<file path="src/hdl/pfpm_pkg.sv">
// package for the page frame pin manager: beat, frame entry and match types,
// kind, action and status codes, sequencer states; no dependencies
`timescale 1ns / 1ps

package pfpm_pkg;

	localparam int FRAMES_DEF = 16;
	localparam int KIND_W     = 3;
	localparam int FILE_W     = 10;
	localparam int PAGE_W     = 20;
	localparam int CNT_W      = 8;
	localparam int FRAME_W    = 4;
	localparam int ACT_W      = 2;
	localparam int STAT_W     = 2;

	localparam logic [CNT_W-1:0] CNT_MAX = {CNT_W{1'b1}};

	localparam logic [KIND_W-1:0] K_PIN     = 3'd0;
	localparam logic [KIND_W-1:0] K_UNPIN   = 3'd1;
	localparam logic [KIND_W-1:0] K_RELEASE = 3'd2;
	localparam logic [KIND_W-1:0] K_WBACK   = 3'd3;
	localparam logic [KIND_W-1:0] K_CLOSE   = 3'd4;

	localparam logic [ACT_W-1:0] A_DONE  = 2'd0;
	localparam logic [ACT_W-1:0] A_READ  = 2'd1;
	localparam logic [ACT_W-1:0] A_WRITE = 2'd2;

	localparam logic [STAT_W-1:0] S_OK     = 2'd0;
	localparam logic [STAT_W-1:0] S_NOBUF  = 2'd1;
	localparam logic [STAT_W-1:0] S_NOTBUF = 2'd2;

	typedef struct packed {
		logic [FILE_W-1:0] file;
		logic [PAGE_W-1:0] page;
		logic [CNT_W-1:0]  count;
		logic              mapped;
	} entry_t;

	typedef struct packed {
		logic hit;
		logic free;
		logic same_file;
	} match_t;

	typedef struct packed {
		logic [ACT_W-1:0]   action;
		logic [FRAME_W-1:0] frame;
		logic [FILE_W-1:0]  file;
		logic [PAGE_W-1:0]  page;
		logic [STAT_W-1:0]  status;
		logic               last;
	} beat_t;

	typedef enum logic [2:0] {
		ST_IDLE,
		ST_RD,
		ST_CHK,
		ST_WB,
		ST_DEC,
		ST_RDB
	} state_t;

endpackage

</file>
<file path="src/hdl/pfpm_match_unit.sv">
// shared compare unit: hit, free and same-file tests of one frame entry
// depends on pfpm_pkg for entry and match types
`timescale 1ns / 1ps

module pfpm_match_unit
	import pfpm_pkg::*;
(
	input  entry_t            ent,
	input  logic [FILE_W-1:0] file,
	input  logic [PAGE_W-1:0] page,
	output match_t            m
);
	logic file_eq;

	assign file_eq     = (ent.file == file);
	assign m.hit       = ent.mapped && file_eq && (ent.page == page);
	assign m.free      = (ent.count == '0);
	assign m.same_file = file_eq && (file != '0);
endmodule

</file>
<file path="config.mk">
export PLATFORM = sky130hd
export DESIGN_NAME = pfpm_match_unit
export DESIGN_NICKNAME = d
export VERILOG_FILES = /design/src/hdl/pfpm_pkg.sv /design/src/hdl/pfpm_match_unit.sv
export SDC_FILE = /design/constraint.sdc
export NUM_CORES = 1
export LEC_CHECK = 0
export BUFFER_PORTS_ARGS = -buffer_cell sky130_fd_sc_hd__buf_2
export CAP_MARGIN = 20
export CELL_PAD_IN_SITES_DETAIL_PLACEMENT = 1
export CELL_PAD_IN_SITES_GLOBAL_PLACEMENT = 1
export CORE_ASPECT_RATIO = 1.4
export CORE_MARGIN = 10
export CORE_UTILIZATION = 16
export DETAILED_ROUTE_END_ITERATION = 7
export GPL_TIMING_DRIVEN = 0
export PLACE_DENSITY = 0.81
export SLEW_MARGIN = 25
export SYNTH_ARGS = -nofsm -noshare
export SYNTH_HDL_FRONTEND = slang
export SYNTH_SLANG_ARGS = --single-unit
</file>
<file path="constraint.sdc">
create_clock -name vclk -period 0.9
set_input_delay 0.09 -clock vclk [all_inputs]
set_output_delay 0.09 -clock vclk [all_outputs]
set_load 0.02 [all_outputs]
</file>
==> results.toml, run 1 <==
[status]
outcome = "finished, violations left"
violations = "setup timing"

[yosys]
synth_cells = 50
synth.top_cells.by_count = "29 x xor2_1, 5 x nor4_1, 3 x nor2_1, 3 x nor4_2"
synth_compound_area_share_pct = 0
synth_simple_gate_area_share_pct = 34.8
netlist_area_um2 = 403
synth_top_area_cell = "xor2_1"
synth_top_family_by_area = "XOR/XNOR gates"
synth_top_cell_area_share_pct = 63.0
yosysSeqAreaShare_pct = 0
synthTopCellsByArea = "xor2_1 63%, nor4_2 9.3%, nor4_1 7.8%"
syn_nets = 119
synth_most_common_cell = "xor2_1"
ys_types = 12
muxShareOfSynthArea_pct = 0
synth_adder_area_share_pct = 0
synth_area_per_cell_um2 = 8.06
yosys_warnings = 0
synthXorXnorAreaFrac_pct = 65.2

[layout]
clkbuf_count = 0
antenna_cells = 0
final_cells = 156
area_growth_pct = 121
fin_util_pct = 37.3
n_fill_cell = 304
seq_cell_count = 0
nets = 193
drive_above_1_share_pct = 67.2
area.sequential_um2 = 0

[timing]
maxSlewHeadroom_pct = 81.4
drv_slew = 0
period_share_pct = 140
rsz0062_at_grt = "true"
setup_slack_ps = -363
fmax_mhz = 792
post-route-min-period_ps = 1260
finalSetupViolCount = 3
hold_viol_final = 0
tightest_slew_ps = 276

[floorplanning]
core_um2 = 2390
io_pins = 72
start_util_pct = 16.8
die_height_um = 79.4
dieArea_um2 = 4950
die_x_um = 62.4
core.rowCount = 21

[worst_setup_path]
worst-path-buf-inv = 2
crit_path_start_kind = "input port"
cp_common_cell = "buf_6"
critical-path-top-delay-family = "simple AND/OR/NAND/NOR gates"
crit_chain = "buf_6 > xor2_1 > nor4_2 > nand4_1 > nor3_4 > buf_6"
critical_path.max_fanout = 1
arrival_ps = 1170
cpPeakStageDelay_ps = 310
worstPathRequired_ps = 810
end_kind = "output port"
worstSetupPathType = "in -> out"
crit_slowest_cell = "nor4_2"

[placed_design]
placed_cells = 156
port_buffers = 72
hpwl_um = 2100
gp_congestion = 0.719

[clock_network]
post_cts_buffers = 0
cts_hold_buf = 0

[grt]
grt_pass1_wl_um = 3530
grt_pass1_vias = 838
grtUsageTotal_pct = 8.16
antenna_found_initial = 0
grt_max_degree = 3
grt_overflow_total = 0

[drt]
vias_per_cell = 4.14
ant_nets = 0
via_count = 646
dr.pass1.iters = 3
finalWirelength_um = 2140
drt_iter0_markers = 8
wire_per_inst_um = 13.7
drc_errors = 0

[power]
pwr_density_cell_nw_per_um2 = 367
p_leak_uw = 0.000464
vdd_drop_max_mv = 0.120

[run]
max-cap-violations = 0

[min_path]
hold_class = "in -> out"
## cell families after synthesis
family / count (synthesis)
XOR/XNOR: 30
AND/OR/NAND/NOR: 20
## cell type report
cell class / instances / area [µm²] / area share, %
Multi-Input combinational cell: 50 / 438 / 49.2
Tap cell: 34 / 42.5 / 4.78
Timing Repair Buffer: 72 / 410 / 46.1
## path summary, 6_finish.rpt
check	start	endpoint	cells past startpoint
setup / recovery	ent[23]	m[2]	6
hold / removal	ent[7]	m[1]	4
## metrics by stage
step | total power [µW] | cell area (µm²) | TNS [ps] | setup WS (ps) | hold WS [ps]
floorplan | 119 | 425 | -173 | -130 | 323
global placement | 295 | 828 | -1080 | -520 | 534
detailed placement | 310 | 828 | -1070 | -501 | 543
CTS | 331 | 885 | -831 | -407 | 515
global route | 365 | 891 | -955 | -465 | 517
finish | 327 | 891 | -753 | -363 | 507
## placed cells by master, fill, tap and decap left out
master and instances:
buf_2 64, xor2_1 29, buf_6 8, nor4_2 5, nor4_1 3, nand4_1 2, nor2_1 2, or4_4 2
nor3_1 1, nand2_1 1, xnor2_1 1, nor3_4 1, nor2_4 1, nand3_1 1, and4_2 1
## where the power goes
group / switching, µW / internal, µW / leakage [µW] / total [µW]
sequential: 0 / 0 / 0 / 0
clock: 0 / 0 / 0 / 0
combinational: 135 / 193 / 0.000464 / 327
total: 135 / 193 / 0.000464 / 327
## timing repair
item,CTS,global route
pin swaps,7,5
resized for setup,12,1
endpoints found under the setup margin,3,3
cloned,0,0
hold endpoints to repair,0,0
## routing by layer
layer	vias up	wire, µm	share of wire (%)	GRT usage [%]
li1	323	-	-	-
met1	283	752	35	8.12
met2	40	1240	58	17.3
met3	0	148	6.9	1.97
met4	0	0	0	0
met5	-	0	0	0
Power figures use the tool's default switching activity.
==> inputs of run 2 (changes only) <==
ABC_AREA = 1   (was not set)
CORE_UTILIZATION = 19   (was 16)
PLACE_DENSITY = 0.82   (was 0.81)
==> run 2 against run 1 <==
  * The run still ends with setup timing left
  * Synthesized cell count rose to 2.8 times the previous value
  * Clock-buffer cell count is the same
  * Power is 39% higher
  * Final cell count is 62% higher
  * Synthesized area grew 51%
  * First-iteration DRC count is 25% higher
  * Utilization increased by 1.3 points
  * Largest power group unchanged
==> results.toml, run 2 <==
[floorplanning]
io_pins = 72
die_height_um = 86.9
core_um2 = 3090
dieArea_um2 = 5900
start_util_pct = 19.7
core.rowCount = 24
die_x_um = 67.8

[layout]
final_common_cell = "nand2_1"
final_cells = 252
area_growth_pct = 96.1
clkbuf_count = 0
nets = 284
final_cell_mix = "58 x nand2_1, 55 x buf_2, 29 x inv_1"
seq_cell_count = 0
drive_above_1_share_pct = 45.5
antenna_cells = 0
area.sequential_um2 = 0
fin_util_pct = 38.6

[timing]
fin_hold_ws_ps = 575
finalSetupViolCount = 2
period_share_pct = 120
setup_slack_ps = -183
fmax_mhz = 923
finalSetupTns_ps = -344
maxSlewHeadroom_pct = 79.4
tightest_slew_ps = 306
rsz0062_at_grt = "true"
post-route-min-period_ps = 1080
drv_slew = 0
hold_viol_final = 0

[yosys]
yosysSeqAreaShare_pct = 0
synth_top_area_cell = "nand2_1"
synthTopCellsByArea = "nand2_1 38%, inv_1 23%, xnor2_1 10%"
yosys_warnings = 0
synth_top_cell_area_share_pct = 38.3
netlist_area_um2 = 608
synth_cells = 141
ys_types = 13
synth_most_common_cell = "nand2_1"
syn_nets = 210
synth_area_per_cell_um2 = 4.31
synth.top_cells.by_count = "62 x nand2_1, 38 x inv_1, 16 x nor2_1"

[placed_design]
pre_cts_ws_ps = -181
hpwl_um = 2580
gp_congestion = 0.731
placed_cells = 252
port_buffers = 72

[power]
p_leak_uw = 0.000765
vdd_drop_max_mv = 0.150
pwr_density_cell_nw_per_um2 = 380

[grt]
grt_pass1_wl_um = 4060
antenna_found_initial = 0
grt_overflow_total = 0
grt_pass1_vias = 1018
grtUsageTotal_pct = 8.19
grt_max_degree = 3

[worst_setup_path]
cpPeakStageDelay_ps = 170
end_kind = "output port"
crit_path_start_kind = "input port"
worstSetupPathType = "in -> out"
arrival_ps = 990
crit_chain = "buf_8 > xnor2_4 > nand3_2 > nor2_1 > nand3_1 > nor2_1 > buf_4"
crit_slowest_cell = "xnor2_4"
worstPathRequired_ps = 810
critical_path.max_fanout = 2
cp_common_cell = "nor2_1"

[drt]
drt_iter0_markers = 10
wire_per_inst_um = 12.4
ant_nets = 0
finalWirelength_um = 3130
via_count = 1041
vias_per_cell = 4.13
drc_errors = 0
dr.pass1.iters = 4

[run]
max-cap-violations = 0

[clock_network]
cts_hold_buf = 0
post_cts_buffers = 0

[status]
violations = "setup timing"
outcome = "finished, violations left"

[min_path]
hold_class = "in -> out"
[run 2: changes by cell type after synthesis, moves of 3 or more]
cell | before | now
nand2_1 | 1 | 62
xnor2_1 | 1 | 7
inv_1 | 0 | 38
nor2_1 | 3 | 16
nor4_2 | 3 | 0
nand3_1 | 1 | 5
xor2_1 | 29 | 2
[run 2: worst paths after layout]
| check | to | cells after the start | start |
|---|---|---|---|
| worst max-delay path | m[0] | 7 | file[5] |
| worst min-delay path | m[1] | 4 | ent[6] |
[run 2: timing repair]
action                                  CTS  global route
resized for setup                         5            40
endpoints found under the setup margin    2             3
pin swaps                                 1            37
[run 2: kinds of logic (layout without fill, tap and decap cells)]
family                    count (synthesis)  after routing  share of synthesized area (%)
xor gates and xnor gates                  9              9                           13.0
AOI/OAI and AO/OA                         2              2                           2.06
and+or+nand+nor                          92             92                           61.5
buffers and inverters                    38            110                           23.5
[run 2: report_power, final]
part           internal (µW)  switching (µW)
Clock                      0               0
Combinational            255             198
Sequential                 0               0
Total                    255             198
[run 2: stage by stage]
stage / power [µW] / area (µm²)
after CTS: 374 / 1040
after floorplan: 164 / 608
after global routing: 516 / 1190
final: 454 / 1190
after global placement: 357 / 1020
after detailed placement: 366 / 1020
[run 2: layout make-up]
type | count | area (µm²)
fill | 478 | 1900
tap | 39 | 48.8
inverter | 38 | 143
multi-input combinational | 103 | 534
timing repair buffer | 72 | 467
[run 2: critical path: cells and delay by family]
kind          cells  cell delay, ps
xor+xnor          1             170
buf+inv           2             250
simple gates      4             480
[run 2: layer usage]
metal  vias to the layer above  routed length, µm  track usage, %  share of wire [%]
li1                        545                  -               -                  -
met1                       456                893            7.27                 29
met2                        40               1900            16.7                 61
met3                         0                337            3.87                 11
met4                         0                  0               0                  0
met5                         -                  0               0                  0
