<file path="config.mk">
export PLATFORM = sky130hd
export DESIGN_NAME = pfpm_frame_store
export DESIGN_NICKNAME = d
export VERILOG_FILES = /design/src/hdl/pfpm_pkg.sv /design/src/hdl/pfpm_frame_store.sv
export SDC_FILE = /design/constraint.sdc
export NUM_CORES = 1
export LEC_CHECK = 0
export BUFFER_PORTS_ARGS = -buffer_cell sky130_fd_sc_hd__clkbuf_2
export CORE_MARGIN = 2
export CORE_UTILIZATION = 52
export CTS_CLUSTER_DIAMETER = 200
export CTS_CLUSTER_SIZE = 20
export DETAILED_ROUTE_END_ITERATION = 8
export PLACE_DENSITY_LB_ADDON = 0.25
export SETUP_SLACK_MARGIN = 0.5
export SYNTH_ARGS = -nofsm -noshare
export SYNTH_HDL_FRONTEND = slang
export SYNTH_SLANG_ARGS = --single-unit
</file>
<file path="constraint.sdc">
create_clock -name clk -period 1.6 [get_ports clk]
set_clock_uncertainty 0.2 [all_clocks]
set_input_delay 0.24 -clock clk [delete_from_list [all_inputs] [get_ports clk]]
set_output_delay 0.24 -clock clk [all_outputs]
set_load 0.02 [all_outputs]
</file>
<file path="src/hdl/pfpm_pkg.sv">
// package for the page frame pin manager: beat, frame entry and match types,
// kind, action and status codes, sequencer states; no dependencies
`timescale 1ns / 1ps

package pfpm_pkg;

	localparam int FRAMES_DEF = 16;
	localparam int KIND_W     = 3;
	localparam int FILE_W     = 10;
	localparam int PAGE_W     = 20;
	localparam int CNT_W      = 8;
	localparam int FRAME_W    = 4;
	localparam int ACT_W      = 2;
	localparam int STAT_W     = 2;

	localparam logic [CNT_W-1:0] CNT_MAX = {CNT_W{1'b1}};

	localparam logic [KIND_W-1:0] K_PIN     = 3'd0;
	localparam logic [KIND_W-1:0] K_UNPIN   = 3'd1;
	localparam logic [KIND_W-1:0] K_RELEASE = 3'd2;
	localparam logic [KIND_W-1:0] K_WBACK   = 3'd3;
	localparam logic [KIND_W-1:0] K_CLOSE   = 3'd4;

	localparam logic [ACT_W-1:0] A_DONE  = 2'd0;
	localparam logic [ACT_W-1:0] A_READ  = 2'd1;
	localparam logic [ACT_W-1:0] A_WRITE = 2'd2;

	localparam logic [STAT_W-1:0] S_OK     = 2'd0;
	localparam logic [STAT_W-1:0] S_NOBUF  = 2'd1;
	localparam logic [STAT_W-1:0] S_NOTBUF = 2'd2;

	typedef struct packed {
		logic [FILE_W-1:0] file;
		logic [PAGE_W-1:0] page;
		logic [CNT_W-1:0]  count;
		logic              mapped;
	} entry_t;

	typedef struct packed {
		logic hit;
		logic free;
		logic same_file;
	} match_t;

	typedef struct packed {
		logic [ACT_W-1:0]   action;
		logic [FRAME_W-1:0] frame;
		logic [FILE_W-1:0]  file;
		logic [PAGE_W-1:0]  page;
		logic [STAT_W-1:0]  status;
		logic               last;
	} beat_t;

	typedef enum logic [2:0] {
		ST_IDLE,
		ST_RD,
		ST_CHK,
		ST_WB,
		ST_DEC,
		ST_RDB
	} state_t;

endpackage

</file>
<file path="src/hdl/pfpm_frame_store.sv">
// frame table memory: one write port, one registered read port, per-frame valid bits
// depends on pfpm_pkg for the entry type
`timescale 1ns / 1ps

module pfpm_frame_store
	import pfpm_pkg::*;
#(
	parameter int FRAMES = FRAMES_DEF
) (
	input  logic                      clk,
	input  logic                      arst_n,
	input  logic [$clog2(FRAMES)-1:0] rd_idx,
	output entry_t                    rd_data,
	input  logic                      wr_en,
	input  logic [$clog2(FRAMES)-1:0] wr_idx,
	input  entry_t                    wr_data
);
	entry_t            mem [FRAMES];
	logic [FRAMES-1:0] valid_q;
	entry_t            rdata_q;
	logic              rvld_q;

	always_ff @(posedge clk) begin
		if (wr_en) begin
			mem[wr_idx] <= wr_data;
		end
		rdata_q <= mem[rd_idx];
		rvld_q  <= valid_q[rd_idx];
	end

	always_ff @(posedge clk or negedge arst_n) begin
		if (!arst_n) begin
			valid_q <= '0;
		end else if (wr_en) begin
			valid_q[wr_idx] <= 1'b1;
		end
	end

	// entries never written read as the reset value
	assign rd_data = rvld_q ? rdata_q : '0;
endmodule

</file>
==> impl_metrics.yaml, run 1 <==
status:
  status: "complete, but fails checks"
  violations: "negative hold slack, negative setup slack"
routing:
  firstDrtPassIters: 5
  drtAntennaViolNets: 0
  vias: 13085
  drt-total-wl_um: 66500
  viasPerCell: 6.23
  post_drt_wl_per_cell_um: 31.6
  drt-initial-drc-count: 1359
  route.detailed.drc: 0
synthesis:
  synth_top_area_share_pct: 74.7
  ys.warnings.count: 0
  synth_compound_area_share_pct: 2.39
  synth-seq-cells: 680
  synth-simple-area-share_pct: 2.50
  synth_edf_count: 624
  synthesis.area_um2: 25100
  syn_avg_cell_area_um2: 22.8
  yosysMostFrequentCell: "edfxtp_1"
  ys_seq_area_share_pct: 79.5
  synth_cell_types: 19
  synth_fp_nets: 1149
  synth_cells: 1099
  async_reset_ff_share_pct: 2.35
  yosys.area_share.xor_xnor_pct: 0
  yosys-top-cells-area: "edfxtp_1, mux4_2, dfxtp_1"
  muxShareOfSynthArea_pct: 14.4
  synth_top_area_cell: "edfxtp_1"
  synth_adder_area_share_pct: 0
  synth_ff_type: "edfxtp_1"
  synth_commonest_cells: "edfxtp_1, mux4_2, a22oi_1"
  synth_top_family_by_area: "multiplexers"
sta:
  holdWs_ns: -0.0160
  min_period_over_period_pct: 121
  fmaxAchievable_ghz: 0.518
  setup_viol: 39
  hold_viol_final: 4
  drv_slew: 0
  setup_slack_ns: -0.329
  setup_tns_ns: -11.33
  slew_headroom_pct: 71.7
  rsz0062_at_grt: "yes"
  finalCriticalPeriod_ns: 1.93
  worst_slew_pin_slew_ns: 0.425
clocking:
  cts_tree: "built"
  h-tree-depth: 2
  clk_path_buf_depth: 3
  numCtsBuffers: 39
  hold_buffers: 40
  cts_root_buffer: "clkbuf_16"
  clk_pin_slew_ns: 0.09
  clock-sinks: 680
  clk_latency_ns: 0.60
worst_hold_path:
  min-delay-start: "rd_idx[1]"
  hold_class: "in2reg"
  hold_path_depth: 4
  hold_end: "rdata_q[24]$_DFF_P_"
floorplan:
  coreArea_um2: 47600
  die_y_um: 224
  die_w_um: 224
  initial_core_util_pct: 52.7
  dieArea_um2: 50000
  io_pins: 89
  num_rows: 80
power_and_ir_drop:
  ir_drop_mv: 0.746
  power.static_leakage_nw: 11.0
  p_per_area_nw_per_um2: 1030
global_routing:
  grt_util_all_layers_pct: 23.5
  antenna_found_initial: 1
  grt_pass1_wl_um: 84300
  overflow: 0
  grt_pass1_vias: 12697
  grt_max_degree: 29
critical_path:
  cp.arrival_ns: 1.49
  reg2reg_depth: 3
  critPathLaunchType: "flip-flop"
  critPathCaptureType: "output pin"
  rr_startpoint: "mem[2][8]$_DFFE_PP_"
  path_max_fanout: 21
  r2r-end: "rdata_q[8]$_DFF_P_"
  required_ns: 1.16
  r2r_setup_slack_ns: 0.02
  path_class: "reg2out"
final_layout:
  area_growth_pct: 30.9
  drive_gt1_share_pct: 46.0
  finalNonFillerCells: 2101
  finish.net_count: 1508
  num_antenna_cells: 0
place:
  io_buffers: 88
  gp_congestion: 0.723
  dp_cells: 1869
  dp_hpwl_um: 31300
run:
  drv_cap: 0
## layout by cell type (no fill, tap or decap), drive strengths merged
cell type,n
edfxtp,624
buf,234
clkbuf,170
mux4,160
a22oi,80
nand2,41
dlygate4sd3,40
dfxtp,40
and2,40
dfrtp,16
or2,16
nor2,13
nor3,4
nor2b,2
nand3b,2
nand2b,2
nand3,1
or3b,1
## cell type report
cell class | instances | area, µm²
Multi-Input combinational cell | 362 | 5450
Clock buffer | 69 | 1130
Fill cell | 2859 | 14800
Sequential cell | 680 | 19900
Tap cell | 615 | 769
Timing Repair Buffer | 375 | 5560
## layer usage
layer / track usage [%] / up-vias / routed length [µm] / share of wire [%]
met2: 38.6 / 671 / 33700 / 51
li1: - / 5324 / - / -
met4: 5.63 / 2 / 2170 / 3.3
met1: 33.4 / 6959 / 25200 / 38
met3: 4.24 / 129 / 5350 / 8.0
met5: 0 / - / 13 / 0.020
## through the flow
step                      hold slack, ns  utilization, %  setup WS [ns]  power, mW  area [µm²]
after floorplan                   -0.256               -         -0.726       22.0       25500
after global placement           -0.0191            58.6         -0.290       23.0       27900
after detailed placement         -0.0116            58.6         -0.308       23.1       27900
after CTS                        -0.0506            65.5         -0.352       33.6       31200
after global routing             -0.0103            68.9         -0.366       34.7       32900
final                            -0.0160            68.9         -0.329       33.8       32900
## registers in the layout, summed over array words and instances (netlist names)
signal	count
rdata_q	39
rvld_q	1
mem	624
valid_q	16
## power breakdown
part | leakage [nW] | internal, mW | switching [mW]
Clock | 0.538 | 4.83 | 5.50
Sequential | 6.14 | 19.9 | 0.195
Combinational | 4.28 | 1.75 | 1.64
## worst max-delay path by stage
stage / from / to / slack, ns
detailed placement: rd_idx[0] / rdata_q[32]$_DFF_P_ / -0.31
CTS: rvld_q$_DFF_P_ / rd_data[6] / -0.35
floorplan: wr_idx[2] / mem[0][0]$_DFFE_PP_ / -0.73
finish: rvld_q$_DFF_P_ / rd_data[16] / -0.33
global route: rvld_q$_DFF_P_ / rd_data[6] / -0.37
global placement: rd_idx[0] / rdata_q[32]$_DFF_P_ / -0.29
## worst max-delay path, cell delays in order (launching register included)
cell	delay (ns)
dfxtp_4	0.38
buf_12	0.18
and2_2	0.16
clkbuf_4	0.16
## cells by family (layout without fill, tap and decap cells)
family / after synthesis / count (layout)
multiplexers: 160 / 160
AND/OR/NAND/NOR: 122 / 122
AO/OA/AOI/OAI: 80 / 80
buffers and inverters: 57 / 444
flip-flops: 680 / 680
## timing repair
item                                    in CTS  in global routing
gates cloned                                22                 34
resized for setup                          175                 88
pin swaps                                   73                 26
buffers inserted                            37                 30
endpoints found under the setup margin     431                719
hold endpoints to repair                   641                  1
(Power assumes the default switching activity.)
==> run 2: changes to the inputs <==
Clock period 1.6 ns to 2.3 ns, I/O delays scaled along.
==> run 2 against run 1 <==
The run now ends clean. Critical path depth grew 1. Non-clock buffer count down 209. Sequential cell count is the same. First-iteration DRC count down 16%.
==> impl_metrics.yaml, run 2 (same netlist as run 1, synthesis figures left out) <==
status:
  status: "complete, no violations"
sta:
  holdWs_ns: 0.00402
  setup_tns_ns: 0
  slew_headroom_pct: 61.9
  fmaxAchievable_ghz: 0.490
  worst_slew_pin_slew_ns: 0.571
  setup_viol: 0
  hold_viol_final: 0
  setup_slack_ns: 0.260
  rsz0062_at_grt: "yes"
  drv_slew: 0
  min_period_over_period_pct: 88.7
  finalCriticalPeriod_ns: 2.04
final_layout:
  final_cell_mix: "edfxtp_1, mux4_2, a22oi_1"
  finish.net_count: 1299
  reg_top3: "mem: 624 flops, rdata_q: 39 flops, valid_q: 16 flops"
  drive_gt1_share_pct: 33.1
  area_growth_pct: 14.8
  fillCellCount: 3316
  final_common_cell: "edfxtp_1"
  top_register: "mem"
  multi_input_area_um2: 5110
  largest_reg_flops: 624
  fin_util_pct: 60.4
  seqCellArea_um2: 19900
run:
  drv_cap: 0
floorplan:
  dieArea_um2: 50000
  coreArea_um2: 47600
  num_rows: 80
  io_pins: 89
  initial_core_util_pct: 52.7
  die_w_um: 224
  die_y_um: 224
clocking:
  clk_pin_slew_ns: 0.09
  cts_root_buffer: "clkbuf_16"
  clk_path_buf_depth: 3
  numCtsBuffers: 39
  clock-sinks: 680
  clk_latency_ns: 0.56
  h-tree-depth: 2
  cts_tree: "built"
routing:
  firstDrtPassIters: 5
  viasPerCell: 6.04
  drt-total-wl_um: 50900
  drt-initial-drc-count: 1135
  post_drt_wl_per_cell_um: 26.9
  vias: 11440
  route.detailed.drc: 0
  drtAntennaViolNets: 0
power_and_ir_drop:
  ir_drop_mv: 0.449
  power.static_leakage_nw: 9.27
  p_per_area_nw_per_um2: 794
  finalPower_mw: 22.9
worst_hold_path:
  hold_class: "in2reg"
  min-delay-start: "wr_data[17]"
global_routing:
  grt_max_degree: 47
  grt_pass1_wl_um: 75500
  overflow: 0
  antenna_found_initial: 3
  grt_util_all_layers_pct: 20.7
  grt_pass1_vias: 11892
critical_path:
  critPathLaunchType: "flip-flop"
  path_max_fanout: 6
  cp.arrival_ns: 1.50
  critPathCaptureType: "output pin"
  required_ns: 1.75
  path_class: "reg2out"
  rr_startpoint: "mem[9][11]$_DFFE_PP_"
  r2r_setup_slack_ns: 0.77
  startpoint: "rvld_q$_DFF_P_"
place:
  io_buffers: 88
  place_ws_ns: 0.219
  dp_hpwl_um: 25800
  gp_congestion: 0.715
==> run 2: cell count changes in the layout (fill, tap and decap cells not counted), sizes merged <==
cell         delta
buf           -138
dlygate4sd3    -20
clkbuf         -51
inv             +1
diode           +1
==> run 2: power breakdown <==
group,switching [mW],leakage (nW),internal [mW]
sequential,0.109,6.14,13.8
combinational,1.01,2.62,1.00
clock,3.67,0.521,3.23
total,4.78,9.27,18.1
==> run 2: worst paths after layout <==
| kind | endpoint | depth (start not counted) |
|---|---|---|
| min in group asynchronous | valid_q[10]$_DFFE_PN0P_ | 2 |
| setup / recovery | rd_data[20] | 4 |
| hold / removal | mem[13][17]$_DFFE_PP_ | 1 |
| hold reg to reg | valid_q[2]$_DFFE_PN0P_ | 1 |
| setup reg to reg | rdata_q[11]$_DFF_P_ | 3 |
| max in group asynchronous | valid_q[4]$_DFFE_PN0P_ | 2 |
==> run 2: through the flow <==
| step | instances | cell area, µm² |
|---|---|---|
| floorplan | 1099 | 25300 |
| global placement | 1795 | 27000 |
| detailed placement | 1795 | 27000 |
| CTS | 1887 | 28400 |
| global route | 1893 | 28800 |
| finish | 1894 | 28800 |
==> run 2: layout make-up <==
cell class	count	area share [%]
diodes	1	0.00869
flip-flops and latches	680	69.2
well taps	615	2.67
multi-input cells	362	17.7
repair buffers	166	6.53
clock buffers	69	3.78
clock inverters	1	0.0304
==> run 2: per-layer routing <==
layer	wire, µm	global-route usage [%]	vias to the layer above
met5	27	0	-
met4	622	3.46	4
met3	3800	3.49	42
met2	24700	33.0	413
met1	21800	31.2	6102
li1	-	-	4879
==> run 2: timing repair <==
action | CTS | global route
gates resized for setup | 21 | 142
cloned | 0 | 3
setup endpoints to repair | 39 | 39
hold endpoints to repair | 287 | 0
buffers inserted | 2 | 3
hold buffers | 20 | 0
==> run 2: worst max-delay path, cell delays in order, from the launching register on <==
cell	delay [ns]
dfxtp_4	0.37
buf_12	0.15
clkbuf_16	0.16
and2_4	0.14
buf_6	0.12
==> run 3: changes to the inputs <==
Settings changed: CTS_BUF_LIST set to sky130_fd_sc_hd__clkbuf_16.
==> run 3 against run 2 <==
Critical path depth unchanged. First-iteration DRC count barely moved. Largest power group unchanged. Global-route usage unchanged. Routed wire length is 0.20% higher. Setup slack gained 0.0016 ns. Total power down 0.55%. Sequential share of layout area about the same. Highest routed layer unchanged.
==> impl_metrics.yaml, run 3 (same netlist as run 1, synthesis figures left out) <==
status:
  status: "complete, no violations"
critical_path:
  path_max_fanout: 6
  critPathCaptureType: "output pin"
  reg2reg_depth: 3
  required_ns: 1.75
  critPathLaunchType: "flip-flop"
  cp.arrival_ns: 1.49
  path_class: "reg2out"
place:
  io_buffers: 88
  dp_hpwl_um: 25800
  gp_congestion: 0.715
  place_ws_ns: 0.219
  dp_cells: 1795
final_layout:
  drive_gt1_share_pct: 33.1
  finalNonFillerCells: 1895
  area_growth_pct: 14.8
  top_register: "mem"
  fin_util_pct: 60.5
  largest_reg_flops: 624
  final_cell_mix: "edfxtp_1, mux4_2, a22oi_1"
  final_common_cell: "edfxtp_1"
  fillCellCount: 3316
  reg_top3: "mem: 624 flops, rdata_q: 39 flops, valid_q: 16 flops"
  finish.net_count: 1300
sta:
  worst_slew_pin_slew_ns: 0.568
  holdWs_ns: 0.000300
  setup_slack_ns: 0.261
  hold_viol_final: 0
  setup_viol: 0
  drv_slew: 0
  min_period_over_period_pct: 88.6
  slew_headroom_pct: 62.1
  rsz0062_at_grt: "yes"
  fmaxAchievable_ghz: 0.490
  finalCriticalPeriod_ns: 2.04
global_routing:
  grt_pass1_vias: 11892
  overflow: 0
  antenna_found_initial: 3
  grt_max_degree: 47
  grt_util_all_layers_pct: 20.7
  grt_pass1_wl_um: 75500
clocking:
  cts_root_buffer: "clkbuf_16"
  h-tree-depth: 2
  clk_path_buf_depth: 3
  cts_tree: "built"
  clk_pin_slew_ns: 0.09
  clock-sinks: 680
  numCtsBuffers: 39
  clk_latency_ns: 0.55
routing:
  drt-total-wl_um: 51000
  viasPerCell: 6.05
  vias: 11466
  route.detailed.drc: 0
  drt-initial-drc-count: 1134
  drtAntennaViolNets: 0
  firstDrtPassIters: 5
  post_drt_wl_per_cell_um: 26.9
floorplan:
  dieArea_um2: 50000
  num_rows: 80
  die_w_um: 224
  io_pins: 89
  initial_core_util_pct: 52.7
  coreArea_um2: 47600
  die_y_um: 224
power_and_ir_drop:
  finalPower_mw: 22.7
  power.static_leakage_nw: 9.40
  ir_drop_mv: 0.447
  p_per_area_nw_per_um2: 789
worst_hold_path:
  hold_path_depth: 1
  hold_class: "in2reg"
run:
  drv_cap: 0
## run 3: per-stage QoR
step / cell area, µm² / TNS (ns)
final: 28800 / 0
after global placement: 27000 / 0
after floorplan: 25300 / -9.98
after detailed placement: 27000 / 0
after CTS: 28400 / 0
after global routing: 28800 / 0
## run 3: power by group
group / switching [mW] / total [mW] / leakage [nW] / internal [mW]
combinational: 1.01 / 2.01 / 2.62 / 1.00
sequential: 0.109 / 13.9 / 6.14 / 13.8
clock: 3.67 / 6.78 / 0.645 / 3.10
total: 4.79 / 22.7 / 9.40 / 17.9
## run 3: layout make-up
type	count	area (µm²)	share of cell area, %
sequential	680	19900	69.2
multi-input combinational	362	5110	17.7
timing repair buffer	167	1890	6.56
clock buffer	39	976	3.39
tap	615	769	2.67
clock inverter	31	121	0.421
antenna	1	2.50	0.00869
## run 3: critical path, cell delays in order (launching register included)
cell and delay, ns:
dfxtp_4 0.37, buf_12 0.15, clkbuf_16 0.16, and2_4 0.14
buf_6 0.12
## run 3: final timing paths
| path | start | end | slack [ns] |
|---|---|---|---|
| worst max-delay path | rvld_q$_DFF_P_ | rd_data[20] | 0.26 |
| worst min-delay path | wr_data[17] | mem[15][17]$_DFFE_PP_ | 0.0003 |
| worst max register to register | mem[2][19]$_DFFE_PP_ | rdata_q[19]$_DFF_P_ | 0.77 |
| worst min register to register | valid_q[2]$_DFFE_PN0P_ | valid_q[2]$_DFFE_PN0P_ | 0.27 |
| max in group asynchronous | arst_n | valid_q[11]$_DFFE_PN0P_ | 1.46 |
| min in group asynchronous | arst_n | valid_q[10]$_DFFE_PN0P_ | 0.14 |
## run 3: per-layer routing
| metal | GRT usage (%) | routed length, µm | vias to the layer above |
|---|---|---|---|
| met3 | 3.48 | 3770 | 41 |
| li1 | - | - | 4880 |
| met2 | 33.0 | 24800 | 400 |
| met5 | 0 | 27 | - |
| met4 | 3.46 | 601 | 4 |
| met1 | 31.2 | 21800 | 6141 |
## run 3: what timing repair did
item                                    in CTS  in global routing
gates resized for setup                     21                142
endpoints found under the setup margin      39                 39
hold buffers                                21                  0
hold endpoints to repair                   292                  0
cloned                                       0                  3
setup buffers                                2                  3
